<file path="src/rtl/core/u16u8_pkg.sv">
// ----------------------------------------------------------------------------
// UTF-16 to UTF-8 transcoder package
// Shared payload types, the run descriptor and the byte constants.
// ----------------------------------------------------------------------------
`default_nettype none

package u16u8_pkg;

	localparam int unsigned RunBytes = 6;
	localparam int unsigned RunCntW  = $clog2(RunBytes + 1);
	localparam int unsigned RunIdxW  = $clog2(RunBytes);

	localparam logic [7:0] REPL_B0   = 8'hEF;
	localparam logic [7:0] REPL_B1   = 8'hBF;
	localparam logic [7:0] REPL_B2   = 8'hBD;
	localparam logic [7:0] LEAD2     = 8'hC0;
	localparam logic [7:0] LEAD3     = 8'hE0;
	localparam logic [7:0] LEAD4     = 8'hF0;
	localparam logic [7:0] CONT      = 8'h80;
	localparam logic [5:0] HIGH_TAG  = 6'b110110;
	localparam logic [5:0] LOW_TAG   = 6'b110111;
	localparam logic [20:0] SUPP_BASE = 21'h10000;

	typedef struct packed {
		logic [15:0] code_unit;
		logic        end_of_string;
	} u16u8_in_t;

	typedef struct packed {
		logic [7:0] byte_out;
		logic       last_of_run;
		logic       string_done;
	} u16u8_out_t;

	// All bytes caused by one request, ready to be sent in order.
	typedef struct packed {
		logic [RunBytes-1:0][7:0] bytes;
		logic [RunCntW-1:0]       count;
		logic                     eos;
	} u16u8_run_t;

endpackage

`default_nettype wire

</file>
<file path="src/rtl/core/u16u8_encode.sv">
// ----------------------------------------------------------------------------
// UTF-16 to UTF-8 encoder front end
// Turns one code unit into a run of up to six bytes and keeps the pending
// high surrogate between requests.
// ----------------------------------------------------------------------------
`default_nettype none

module u16u8_encode import u16u8_pkg::*; (
	input  wire logic       clk,
	input  wire logic       arst_n,
	input  wire logic       accept,
	input  wire u16u8_in_t  item,
	output u16u8_run_t      run
);

	logic       pending_q;
	logic [9:0] held_q;
	logic       is_hi;
	logic       is_lo;
	logic       pair;
	logic [20:0] cp;
	logic [2:0][7:0] fresh;
	logic [1:0] fresh_cnt;

	assign is_hi = (item.code_unit[15:10] == HIGH_TAG);
	assign is_lo = (item.code_unit[15:10] == LOW_TAG);
	assign pair  = pending_q & is_lo;
	assign cp    = SUPP_BASE + {1'b0, held_q, item.code_unit[9:0]};

	// Bytes of the unit taken on its own (not as the second half of a pair).
	always_comb begin
		fresh     = '0;
		fresh_cnt = 2'd0;
		if (is_hi) begin
			if (item.end_of_string) begin
				fresh     = {REPL_B2, REPL_B1, REPL_B0};
				fresh_cnt = 2'd3;
			end
		end else if (is_lo) begin
			fresh     = {REPL_B2, REPL_B1, REPL_B0};
			fresh_cnt = 2'd3;
		end else if (item.code_unit[15:7] == '0) begin
			fresh[0]  = item.code_unit[7:0];
			fresh_cnt = 2'd1;
		end else if (item.code_unit[15:11] == '0) begin
			fresh[0]  = LEAD2 | {3'b000, item.code_unit[10:6]};
			fresh[1]  = CONT | {2'b00, item.code_unit[5:0]};
			fresh_cnt = 2'd2;
		end else begin
			fresh[0]  = LEAD3 | {4'h0, item.code_unit[15:12]};
			fresh[1]  = CONT | {2'b00, item.code_unit[11:6]};
			fresh[2]  = CONT | {2'b00, item.code_unit[5:0]};
			fresh_cnt = 2'd3;
		end
	end

	always_comb begin
		run       = '0;
		run.eos   = item.end_of_string;
		if (pair) begin
			run.bytes[0] = LEAD4 | {5'b00000, cp[20:18]};
			run.bytes[1] = CONT | {2'b00, cp[17:12]};
			run.bytes[2] = CONT | {2'b00, cp[11:6]};
			run.bytes[3] = CONT | {2'b00, cp[5:0]};
			run.count    = RunCntW'(4);
		end else if (pending_q) begin
			// The held surrogate is unpaired: replacement first, then the new unit.
			run.bytes[0] = REPL_B0;
			run.bytes[1] = REPL_B1;
			run.bytes[2] = REPL_B2;
			run.bytes[3] = fresh[0];
			run.bytes[4] = fresh[1];
			run.bytes[5] = fresh[2];
			run.count    = RunCntW'(3) + RunCntW'(fresh_cnt);
		end else begin
			run.bytes[0] = fresh[0];
			run.bytes[1] = fresh[1];
			run.bytes[2] = fresh[2];
			run.count    = RunCntW'(fresh_cnt);
		end
	end

	always_ff @(posedge clk or negedge arst_n) begin
		if (!arst_n) begin
			pending_q <= 1'b0;
			held_q    <= '0;
		end else if (accept) begin
			if (!pair && is_hi && !item.end_of_string) begin
				pending_q <= 1'b1;
				held_q    <= item.code_unit[9:0];
			end else begin
				pending_q <= 1'b0;
				held_q    <= '0;
			end
		end
	end

endmodule

`default_nettype wire

</file>
<file path="src/rtl/core/u16u8_serial.sv">
// ----------------------------------------------------------------------------
// UTF-16 to UTF-8 byte serializer
// Holds one run of bytes and moves them one per cycle, while the byte channel
// is not stalled, into the output register.
// ----------------------------------------------------------------------------
`default_nettype none

module u16u8_serial import u16u8_pkg::*; (
	input  wire logic       clk,
	input  wire logic       arst_n,
	input  wire logic       load,
	input  wire u16u8_run_t run_in,
	output logic            free,
	output logic            byte_valid,
	input  wire logic       byte_ready,
	output u16u8_out_t      byte_data
);

	u16u8_run_t         run_s1;
	logic               run_valid_s1;
	logic [RunIdxW-1:0] idx_q;
	logic               move;
	logic               at_end;
	u16u8_out_t         out_q;
	logic               out_valid_q;

	assign move   = run_valid_s1 && (!out_valid_q || byte_ready);
	assign at_end = (idx_q == RunIdxW'(run_s1.count - RunCntW'(1)));
	// A new run may enter as the last byte of the current one leaves.
	assign free   = !run_valid_s1 || (move && at_end);

	always_ff @(posedge clk or negedge arst_n) begin
		if (!arst_n) begin
			run_valid_s1 <= 1'b0;
			idx_q        <= '0;
		end else if (load) begin
			run_valid_s1 <= 1'b1;
			idx_q        <= '0;
		end else if (move) begin
			if (at_end) begin
				run_valid_s1 <= 1'b0;
				idx_q        <= '0;
			end else begin
				idx_q <= idx_q + RunIdxW'(1);
			end
		end
	end

	always_ff @(posedge clk) begin
		if (load) begin
			run_s1 <= run_in;
		end
	end

	always_ff @(posedge clk or negedge arst_n) begin
		if (!arst_n) begin
			out_valid_q <= 1'b0;
		end else if (move) begin
			out_valid_q <= 1'b1;
		end else if (byte_ready) begin
			out_valid_q <= 1'b0;
		end
	end

	always_ff @(posedge clk) begin
		if (move) begin
			out_q.byte_out    <= run_s1.bytes[idx_q];
			out_q.last_of_run <= at_end;
			out_q.string_done <= at_end && run_s1.eos;
		end
	end

	assign byte_valid = out_valid_q;
	assign byte_data  = out_q;

endmodule

`default_nettype wire

</file>
<file path="src/rtl/core/utf16_to_utf8_encoder.sv">
// ----------------------------------------------------------------------------
// UTF-16 to UTF-8 transcoder, top level
// One UTF-16 code unit per request in, one UTF-8 byte per request out.
//
//   channel  direction  signals                               payload
//   unit     in         unit_valid, unit_ready, unit_data     u16u8_in_t
//   byte     out        byte_valid, byte_ready, byte_data     u16u8_out_t
//
// A unit is decoded in the cycle it is taken and its run of 0 to 6 bytes is
// held in a run register; the output register sends one byte per cycle while
// the byte channel is not stalled, and units that give no byte (a held high
// surrogate) are taken every cycle while the run register is empty. The next
// unit enters in the cycle the last byte of the current run moves to the
// output register. Reset clears the held surrogate and all valid flags; a
// stalled byte channel holds the output register, and the unit channel waits
// while the run register still holds bytes.
// ----------------------------------------------------------------------------
`default_nettype none

module utf16_to_utf8_encoder import u16u8_pkg::*; (
	input  wire logic      clk,
	input  wire logic      arst_n,
	input  wire logic      unit_valid,
	output logic           unit_ready,
	input  wire u16u8_in_t unit_data,
	output logic           byte_valid,
	input  wire logic      byte_ready,
	output u16u8_out_t     byte_data
);

	logic       accept;
	logic       free;
	u16u8_run_t run;

	assign unit_ready = free;
	assign accept     = unit_valid && unit_ready;

	u16u8_encode u_encode (
		.clk    (clk),
		.arst_n (arst_n),
		.accept (accept),
		.item   (unit_data),
		.run    (run)
	);

	u16u8_serial u_serial (
		.clk        (clk),
		.arst_n     (arst_n),
		.load       (accept && (run.count != '0)),
		.run_in     (run),
		.free       (free),
		.byte_valid (byte_valid),
		.byte_ready (byte_ready),
		.byte_data  (byte_data)
	);

endmodule

`default_nettype wire
</file>
<file path="config.mk">
export PLATFORM = sky130hd
export DESIGN_NAME = utf16_to_utf8_encoder
export DESIGN_NICKNAME = d
export VERILOG_FILES = /design/src/rtl/core/u16u8_pkg.sv /design/src/rtl/core/u16u8_encode.sv /design/src/rtl/core/u16u8_serial.sv /design/src/rtl/core/utf16_to_utf8_encoder.sv
export SDC_FILE = /design/constraint.sdc
export NUM_CORES = 1
export LEC_CHECK = 0
export BUFFER_PORTS_ARGS = -buffer_cell sky130_fd_sc_hd__buf_2
export CAP_MARGIN = 15
export CORE_MARGIN = 2
export CORE_UTILIZATION = 50
export DETAILED_ROUTE_END_ITERATION = 12
export GPL_TIMING_DRIVEN = 1
export HOLD_SLACK_MARGIN = 0.05
export PLACE_DENSITY = 0.71
export SLEW_MARGIN = 20
export SYNTH_ARGS = -nofsm -noshare
export SYNTH_HDL_FRONTEND = slang
export SYNTH_SLANG_ARGS = --single-unit
</file>
<file path="constraint.sdc">
create_clock -name clk -period 2.9 [get_ports clk]
set_clock_uncertainty 0.15 [all_clocks]
set_input_delay 0.435 -clock clk [delete_from_list [all_inputs] [get_ports clk]]
set_output_delay 0.435 -clock clk [all_outputs]
set_load 0.05 [all_outputs]
</file>
; After elaboration in Yosys (flattened, before gate mapping)
; Index checks and enable logic that the tools add are counted.
[totals]
regBits = 78
out_inout_bits = 12
word_cells = 81
[op_classes]
add_sub_neg = 4
n_lt_le_gt_ge = 1
eq_ne = 3
mux = 27
bitwise = 2
n_reduce_logical = 22
[op_table]
columns = operator, n
row1 = $mux 24, 3
row2 = $mux 33, 1
row3 = $mux 8, 4
row4 = $mux 27, 1
row5 = $bmux 8 s3, 1
row6 = $add 17x20->21 const A, 1
row7 = $mux 16, 1
row8 = $mux 14, 1
row9 = $eq 6x6->1 const B, 2
row10 = $mux 10, 1
row11 = $logic_not 9->1, 1
row12 = $mux 3, 3
row13 = $mux 2, 4
row14 = $logic_and 1x1->1, 7
row15 = $mux 1, 7
row16 = $reduce_bool 2->1, 3
row17 = $logic_not 5->1, 1
row18 = $logic_not 1->1, 4
row19 = $lt 3x4->1 const B, 1
row20 = $reduce_or 2->1, 2
row21 = $add 2x2->3 const A, 1
row22 = $add 3x1->3 const B, 1
row23 = $eq 3x3->1, 1
row24 = $reduce_bool 3->1, 1
row25 = other kinds (5), 6

; Logic depth before layout (Yosys ltp)
; Gate-level depths: netlist of run 1.
[depth]
depth_word = 12
ltp_mapped = 10
ltp_nobuf = 8

; Hierarchy
; From an unflattened synthesis of run 1, not the netlist that was laid out.
[unflattened]
hier_cells = 323
area_unflattened_um2 = 3960.0
[by_module_without_submodules]
columns = module, instances, cells_each, area_per_inst_um2
row1 = u16u8_serial, 1, 132, 2537.4
row2 = u16u8_encode, 1, 189, 1406.3
row3 = utf16_to_utf8_encoder, 1, 2, 16.3

; Worst setup path after synthesis of run 1
; OpenSTA, ideal clock, no wires.
[synth_timing]
path_type = input port to flip-flop
from = in unit_data[11] (netlist name)
to = reg u_serial.run_s1[0] (netlist name), enable pin
setup_time_ns = 0.411
arrival_time_ns = 3.176
slack_ns = -0.837
cell_stages = 10
cell_sequence = clkbuf_1 nor2_1 nand3_1 clkbuf_1 o21ai_0 ha_1 nand2_1 a2111oi_4 nor2_2 and2_1
[synth_via]
elab_chain_len = 9
[synth_rtl]
columns = element, line
row1 = "start, declared", utf16_to_utf8_encoder.sv:25  ; input wire u16u8_in_t unit_data,
row2 = $logic_not 9->1, u16u8_encode.sv:42  ; end else if (item.code_unit[15:7] == '0) begin
row3 = $mux 2, u16u8_encode.sv:42
row4 = $mux 2, u16u8_encode.sv:39  ; end else if (is_lo) begin
row5 = $mux 2, u16u8_encode.sv:34  ; if (is_hi) begin
row6 = $add 2x2->3, u16u8_encode.sv:74  ; run.count = RunCntW'(3) + RunCntW'(fresh_cnt);
row7 = $mux 27, u16u8_encode.sv:66  ; end else if (pending_q) begin
row8 = $mux 33 (*), u16u8_encode.sv:60  ; if (pair) begin
row9 = $reduce_bool 3->1 (*), utf16_to_utf8_encoder.sv:49  ; .load (accept && (run.count != '0)),
row10 = $logic_and 1x1->1 (*), utf16_to_utf8_encoder.sv:49
row11 = via u_serial.load, u16u8_serial.sv:11  ; input wire logic load,
row12 = "end signal, assigned", u16u8_serial.sv:51  ; run_s1 <= run_in;
row13 = "end, declared", u16u8_serial.sv:19  ; u16u8_run_t run_s1;
; The timed path passes the listed nets; every way through them passes the cells marked *.
; A chain may end at the register's enable or synchronous reset.

; Worst setup path in the final report of run 1
[layout_timing]
from = reg u_serial.run_s1[1] (netlist name)
to = out unit_ready
[layout_via]
elab_chain_len = 4
[layout_rtl]
columns = element, line
row1 = $sub 3x1->3, u16u8_serial.sv:28  ; assign at_end = (idx_q == RunIdxW'(run_s1.count - RunCntW'(1)));
row2 = $eq 3x3->1, u16u8_serial.sv:28
row3 = $logic_and 1x1->1, u16u8_serial.sv:30  ; assign free = !run_valid_s1 || (move && at_end);
row4 = $logic_or 1x1->1, u16u8_serial.sv:30
row5 = "end, declared", utf16_to_utf8_encoder.sv:24  ; output logic unit_ready,
; Every way passes these cells.

==> flow_metrics.py, run 1 <==
metrics = {
    "outcome": {
        "run_status": "finished clean",
    },
    "clock_network": {
        "cts_resized": 0,
        "clockBufferDepth": 2,
        "cts_root_buf": "clkbuf_8",
        "cts_tree": "built",
        "clk_pin_slew_ns": 0.08,
        "post_cts_buffers": 0,
        "holdBufCountCts": 1,
        "cts_buffers": 9,
        "clk-insertion-delay-late_ns": 0.36,
        "cts_sinks": 74,
        "htree_levels": 3,
    },
    "yosys": {
        "synth_most_common_cell": "edfxtp_1",
        "synth_area_leaders": "edfxtp_1 (46%), dfrtp_1 (11%), mux4_2 (4.2%)",
        "syn_area_mm2": 0.00378,
        "yosysTopAreaCell": "edfxtp_1",
        "synth_edf_count": 58,
        "syn_area_per_cell_um2": 11.6,
        "synth_seq_cells": 74,
        "syn_nets": 350,
        "async_reset_ff_share_pct": 21.6,
        "yosysWarningCount": 0,
        "ys_seq_area_share_pct": 56.7,
        "synthCells": 325,
        "synth_common_cells": "edfxtp_1 (58), nand2_1 (35), a21oi_1 (27)",
        "synth.distinct_cells": 51,
        "synth_flop_cell": "edfxtp_1",
        "yosys.area.top_type_share_pct": 46.1,
    },
    "sta": {
        "slew_viol_final": 0,
        "hold_viol_final": 0,
        "fmax_ghz": 0.376,
        "finalWorstPathRequiredPeriod_ns": 2.66,
        "post-route-period-util_pct": 91.8,
        "relSlewSlack_pct": 52.6,
        "setup_viol": 0,
        "timing.setup.tns_ns": 0,
        "rsz0062_at_grt": "false",
        "postLayoutSetupSlackWorst_ns": 0.238,
        "tightest_slew_ns": 0.709,
    },
    "finish": {
        "stdcell_count": 480,
        "antenna_cells": 0,
        "fillers": 617,
        "final_util_pct": 60.7,
        "drive_above_1_share_pct": 24.4,
        "multiInputGateArea_mm2": 0.00150,
        "final_nets": 401,
        "seq_area_mm2": 0.00214,
        "syn_to_final_growth_pct": 17.1,
    },
    "placement": {
        "dp_hpwl_um": 6510,
        "dp.cells": 463,
        "dp_slack_ns": -0.0604,
        "port_buffers": 32,
        "place_congestion": 1.00,
    },
    "pwr": {
        "power_density_mw_per_mm2": 783,
        "power_uw": 3470,
        "leakage_uw": 0.00172,
        "vdd_drop_max_mv": 0.272,
    },
    "setup_path": {
        "r2r_slack_ns": 0.50,
        "path_max_fanout": 5,
        "r2r-end": "u_serial.run_s1[6]",
        "cp.arrival_ns": 2.08,
        "end_kind": "output pin",
        "ff2ff_path_depth": 5,
        "worstReg2RegStart": "u_serial.run_s1[1]",
        "crit_type": "flip-flop to output pin",
        "required_ns": 2.32,
        "startpoint_type": "flip-flop",
    },
    "route": {
        "first_iter_violations": 226,
        "vias": 2859,
        "wire_per_inst_um": 18.3,
        "firstDrtPassIters": 4,
        "via_per_inst": 5.96,
        "antenna_left": 0,
        "drc": 0,
        "routed_wirelength_um": 8790,
    },
    "grt": {
        "grtUsageTotal_pct": 23.0,
        "grt_pass1_wl_um": 14600,
        "grt_overflow": 0,
        "grt_pass1_vias": 2706,
        "grt_max_degree": 49,
        "antenna_found_initial": 0,
    },
    "die": {
        "start_util_pct": 51.8,
        "pin_count": 33,
        "core_area_mm2": 0.00729,
        "die_area_mm2": 0.00827,
        "die_w_um": 90.9,
        "num_rows": 31,
        "die_y_um": 90.9,
    },
    "worst_hold_path": {
        "min_path_cells": 1,
        "hp-class": "input pin to flip-flop",
        "min_to": "u_serial.run_s1[0]",
        "min_from": "unit_data[0]",
    },
    "run": {
        "maxCapViolations": 0,
    },
}
## state kept, by name (all words and copies together) (netlist names)
register               count
u_serial.idx_q             3
u_serial.run_valid_s1      1
u_serial.byte_data        10
u_encode.held_q           10
u_serial.byte_valid        1
u_serial.run_s1           48
u_encode.pending_q         1
## layout make-up
| cell class | count | share of cell area, % |
|---|---|---|
| sequential | 74 | 48.4 |
| multi-input combinational | 218 | 33.8 |
| timing repair buffer | 58 | 8.09 |
| clock buffer | 9 | 2.80 |
| clock inverter | 7 | 2.80 |
| tap | 99 | 2.80 |
| inverter | 15 | 1.27 |
## cells by family (layout without fill, tap and decap cells)
| group | count (synthesis) | in the layout | share of synthesized area [%] |
|---|---|---|---|
| AOI/OAI and AO/OA | 91 | 91 | 16.2 |
| xor gates and xnor gates | 6 | 6 | 1.79 |
| adders and majority gates | 4 | 4 | 1.32 |
| buffers and inverters | 33 | 89 | 3.91 |
| DFF | 74 | 74 | 56.7 |
| muxes | 15 | 15 | 6.32 |
| and+or+nand+nor | 102 | 102 | 13.8 |
## worst max-delay path: stages (launching register included)
cell	delay, ns
edfxtp_1	0.41
inv_1	0.08
ha_1	0.24
xnor2_1	0.18
o41ai_4	0.37
buf_4	0.20
buf_2	0.26
## routing by layer
metal	up-vias	wire length, µm	GRT usage (%)
met4	0	193	8.84
met2	118	4010	34.2
met3	19	630	5.89
met1	1394	3960	32.6
li1	1328	-	-
met5	-	0	0
## placed cells by master, fill, tap and decap left out, drive strengths merged, types with 2 or more instances in the layout
cell type and count:
a21o 2, a21oi 27, a221oi 2, a2bb2oi 3, and2 3, and3 6, and4 2, buf 57
bufinv 3, clkbuf 9, dfrtp 16, edfxtp 58, ha 4, inv 17, mux2i 7, mux4 7
nand2 36, nand2b 9, nand3 8, nor2 20, nor2b 2, nor3 6, nor4 3, o21a 5
o21ai 26, o22ai 11, o2bb2ai 4, o32ai 5, o41ai 2, or2b 2, or4 2, xnor2 4
## worst max-delay path by stage
stage | start | slack, ns | end | cells after the start
after global placement | unit_data[16] | 0.02 | u_serial.run_s1[36] | 10
after floorplan | unit_data[11] | 0.03 | u_serial.run_s1[0] | 9
after CTS | u_serial.run_s1[1] | 0.21 | unit_ready | 6
final | u_serial.run_s1[1] | 0.24 | unit_ready | 6
after global routing | unit_data[16] | 0.11 | u_serial.run_s1[28] | 10
after detailed placement | unit_data[11] | -0.06 | u_serial.run_s1[10] | 9
## report_power, final
part           internal [µW]  switching [µW]
Sequential              1370            51.1
Combinational            363             696
Clock                    579             406
## through the flow
stage	instance area, µm²	hold WS, ns
6_report	4430	0.191
5_1_grt	4430	0.186
4_1_cts	4430	0.178
3_5_place_dp	4170	0.235
3_3_place_gp	4170	0.226
2_1_floorplan	3790	-0.0106
No activity file was read; power rests on OpenSTA's default activity.
==> run 2: changes to the inputs <==
--- a/config.mk
+++ b/config.mk
@@ -7,6 +7,7 @@
 export LEC_CHECK = 0
 export BUFFER_PORTS_ARGS = -buffer_cell sky130_fd_sc_hd__buf_2
 export CAP_MARGIN = 15
+export CORE_ASPECT_RATIO = 1.75
 export CORE_MARGIN = 2
 export CORE_UTILIZATION = 50
 export DETAILED_ROUTE_END_ITERATION = 12
==> flow_metrics.py, run 2 (synthesized netlist as in run 1, its figures left out) <==
metrics = {
    "outcome": {
        "run_status": "finished clean",
    },
    "placement": {
        "port_buffers": 32,
        "dp_hpwl_um": 6810,
        "post_dp_cell_area_mm2": 0.00419,
        "dp_slack_ns": -0.0329,
        "dp.cells": 457,
        "place_congestion": 0.933,
    },
    "setup_path": {
        "cp.arrival_ns": 2.06,
        "end_kind": "output pin",
        "r2r_slack_ns": 0.50,
        "required_ns": 2.32,
        "startpoint_type": "flip-flop",
        "crit_type": "flip-flop to output pin",
        "path_max_fanout": 5,
        "slowest_delay_ns": 0.37,
        "slowest_stage": "edfxtp_1",
        "path_cells": "inv_1, ha_1, xnor2_1, o41ai_4, buf_4, buf_2",
    },
    "route": {
        "antenna_left": 0,
        "via_per_inst": 5.89,
        "vias": 2792,
        "first_iter_violations": 214,
        "wire_per_inst_um": 19.0,
        "drc": 0,
        "routed_wirelength_um": 9010,
        "firstDrtPassIters": 5,
    },
    "clock_network": {
        "clk_pin_slew_ns": 0.05,
        "clockBufferDepth": 2,
        "cts_root_buf": "clkbuf_16",
        "htree_levels": 3,
        "clk-insertion-delay-late_ns": 0.33,
        "cts_tree": "built",
        "cts_buffers": 9,
        "cts_sinks": 74,
    },
    "grt": {
        "grt_use_met1_pct": 25.2,
        "grt_pass1_vias": 2865,
        "grt_max_degree": 49,
        "grt.met2_usage_pct": 41.8,
        "grtUsageTotal_pct": 23.5,
        "grt_use_met3_pct": 4.57,
        "antenna_found_initial": 0,
        "grt_pass1_wl_um": 14600,
        "grt_overflow": 0,
        "grt.busiest_layer": "met2",
    },
    "sta": {
        "setup_viol": 0,
        "rsz0062_at_grt": "false",
        "slew_viol_final": 0,
        "hold_viol_final": 0,
        "finalWorstPathRequiredPeriod_ns": 2.65,
        "relSlewSlack_pct": 59.4,
        "postLayoutSetupSlackWorst_ns": 0.255,
        "tightest_slew_ns": 0.604,
        "fmax_ghz": 0.378,
        "post-route-period-util_pct": 91.2,
    },
    "finish": {
        "final_common_cell": "edfxtp_1",
        "stdcell_count": 474,
        "final_nets": 406,
        "syn_to_final_growth_pct": 18.2,
        "largest_reg_flops": 48,
        "regMostFlops": "u_serial.run_s1",
        "drive_above_1_share_pct": 24.6,
        "fin_area_mm2": 0.00447,
        "final_util_pct": 59.8,
        "layout_common_cells": "edfxtp_1 (58), nand2_1 (35), buf_2 (32)",
        "antenna_cells": 0,
        "fillers": 618,
        "multiInputGateArea_mm2": 0.00150,
        "seq_area_mm2": 0.00214,
    },
    "pwr": {
        "power_uw": 3470,
        "p_switching_uw": 1150,
        "vdd_drop_max_mv": 0.318,
        "sequentialPowerShare_pct": 41.2,
        "comb_power_share_pct": 30.5,
        "netSwitchingFraction_pct": 33.2,
        "power_frac_clock_pct": 28.2,
        "power_density_mw_per_mm2": 778,
        "leakage_uw": 0.00176,
        "p_int_uw": 2320,
    },
    "die": {
        "die_y_um": 119,
        "num_rows": 42,
        "core_area_mm2": 0.00746,
        "die_w_um": 69.7,
        "die_area_mm2": 0.00830,
        "pin_count": 33,
        "start_util_pct": 50.6,
    },
    "run": {
        "maxCapViolations": 0,
    },
    "worst_hold_path": {
        "hp-class": "input pin to flip-flop",
    },
}
==> run 2: cell types whose count changed in the layout (fill, tap and decap cells not counted), moves of 2 or more <==
cell,before,now
clkinv_2,0,2
bufinv_16,3,0
buf_4,25,30
clkbuf_16,0,9
inv_6,2,0
clkbuf_1,0,2
clkbuf_8,9,0
==> run 2: worst paths after layout <==
check,from,end,cells past startpoint
max in group asynchronous,arst_n,u_serial.run_valid_s1,2
setup reg to reg,u_serial.run_s1[1],u_serial.run_s1[46],5
setup / recovery,u_serial.run_s1[1],unit_ready,6
hold reg to reg,u_encode.held_q[4],u_encode.held_q[4],2
hold / removal,unit_data[0],u_serial.run_s1[0],1
min in group asynchronous,arst_n,u_encode.held_q[5],2
==> run 2: worst max-delay path: cells and delay by family, from the launching register on <==
kind | cells | cell delay (ns)
AOI/OAI and AO/OA | 1 | 0.37
xor gates and xnor gates | 1 | 0.18
adders and majority gates | 1 | 0.31
buffers and inverters | 3 | 0.52
DFF | 1 | 0.37
==> run 2: area by class of cell <==
cell class                      count  area share, %
Clock buffer                       11           5.21
Clock inverter                      5          0.700
Inverter                           15           1.26
Multi-Input combinational cell    218           33.5
Sequential cell                    74           48.0
Tap cell                           88           2.47
Timing Repair Buffer               63           8.85
==> run 2: per-stage QoR <==
stage               hold slack, ns  setup TNS (ns)
finish                       0.209               0
global placement             0.239               0
global route                 0.204               0
detailed placement           0.233           -1.42
floorplan                  -0.0106               0
CTS                          0.198               0
==> run 2: layer usage <==
metal	vias up	wire length [µm]
li1	1329	-
met1	1325	3350
met2	109	4810
met3	29	423
met4	0	428
met5	-	0
==> run 2: power by group through the flow <==
stage                     combinational (µW)  clock (µW)  sequential [µW]
after global placement                  1040           0             1450
after CTS                               1070        1010             1430
after floorplan                          572           0             1680
after detailed placement                1060           0             1450
final                                   1060         980             1430
after global routing                    1140        1040             1450
==> run 2: what timing repair did <==
action / 4_1_cts / 5_1_grt
endpoints found under the hold margin: 16 / 0
gates resized for setup: 0 / 0
hold buffers: 1 / 0
buffers inserted: 0 / 0
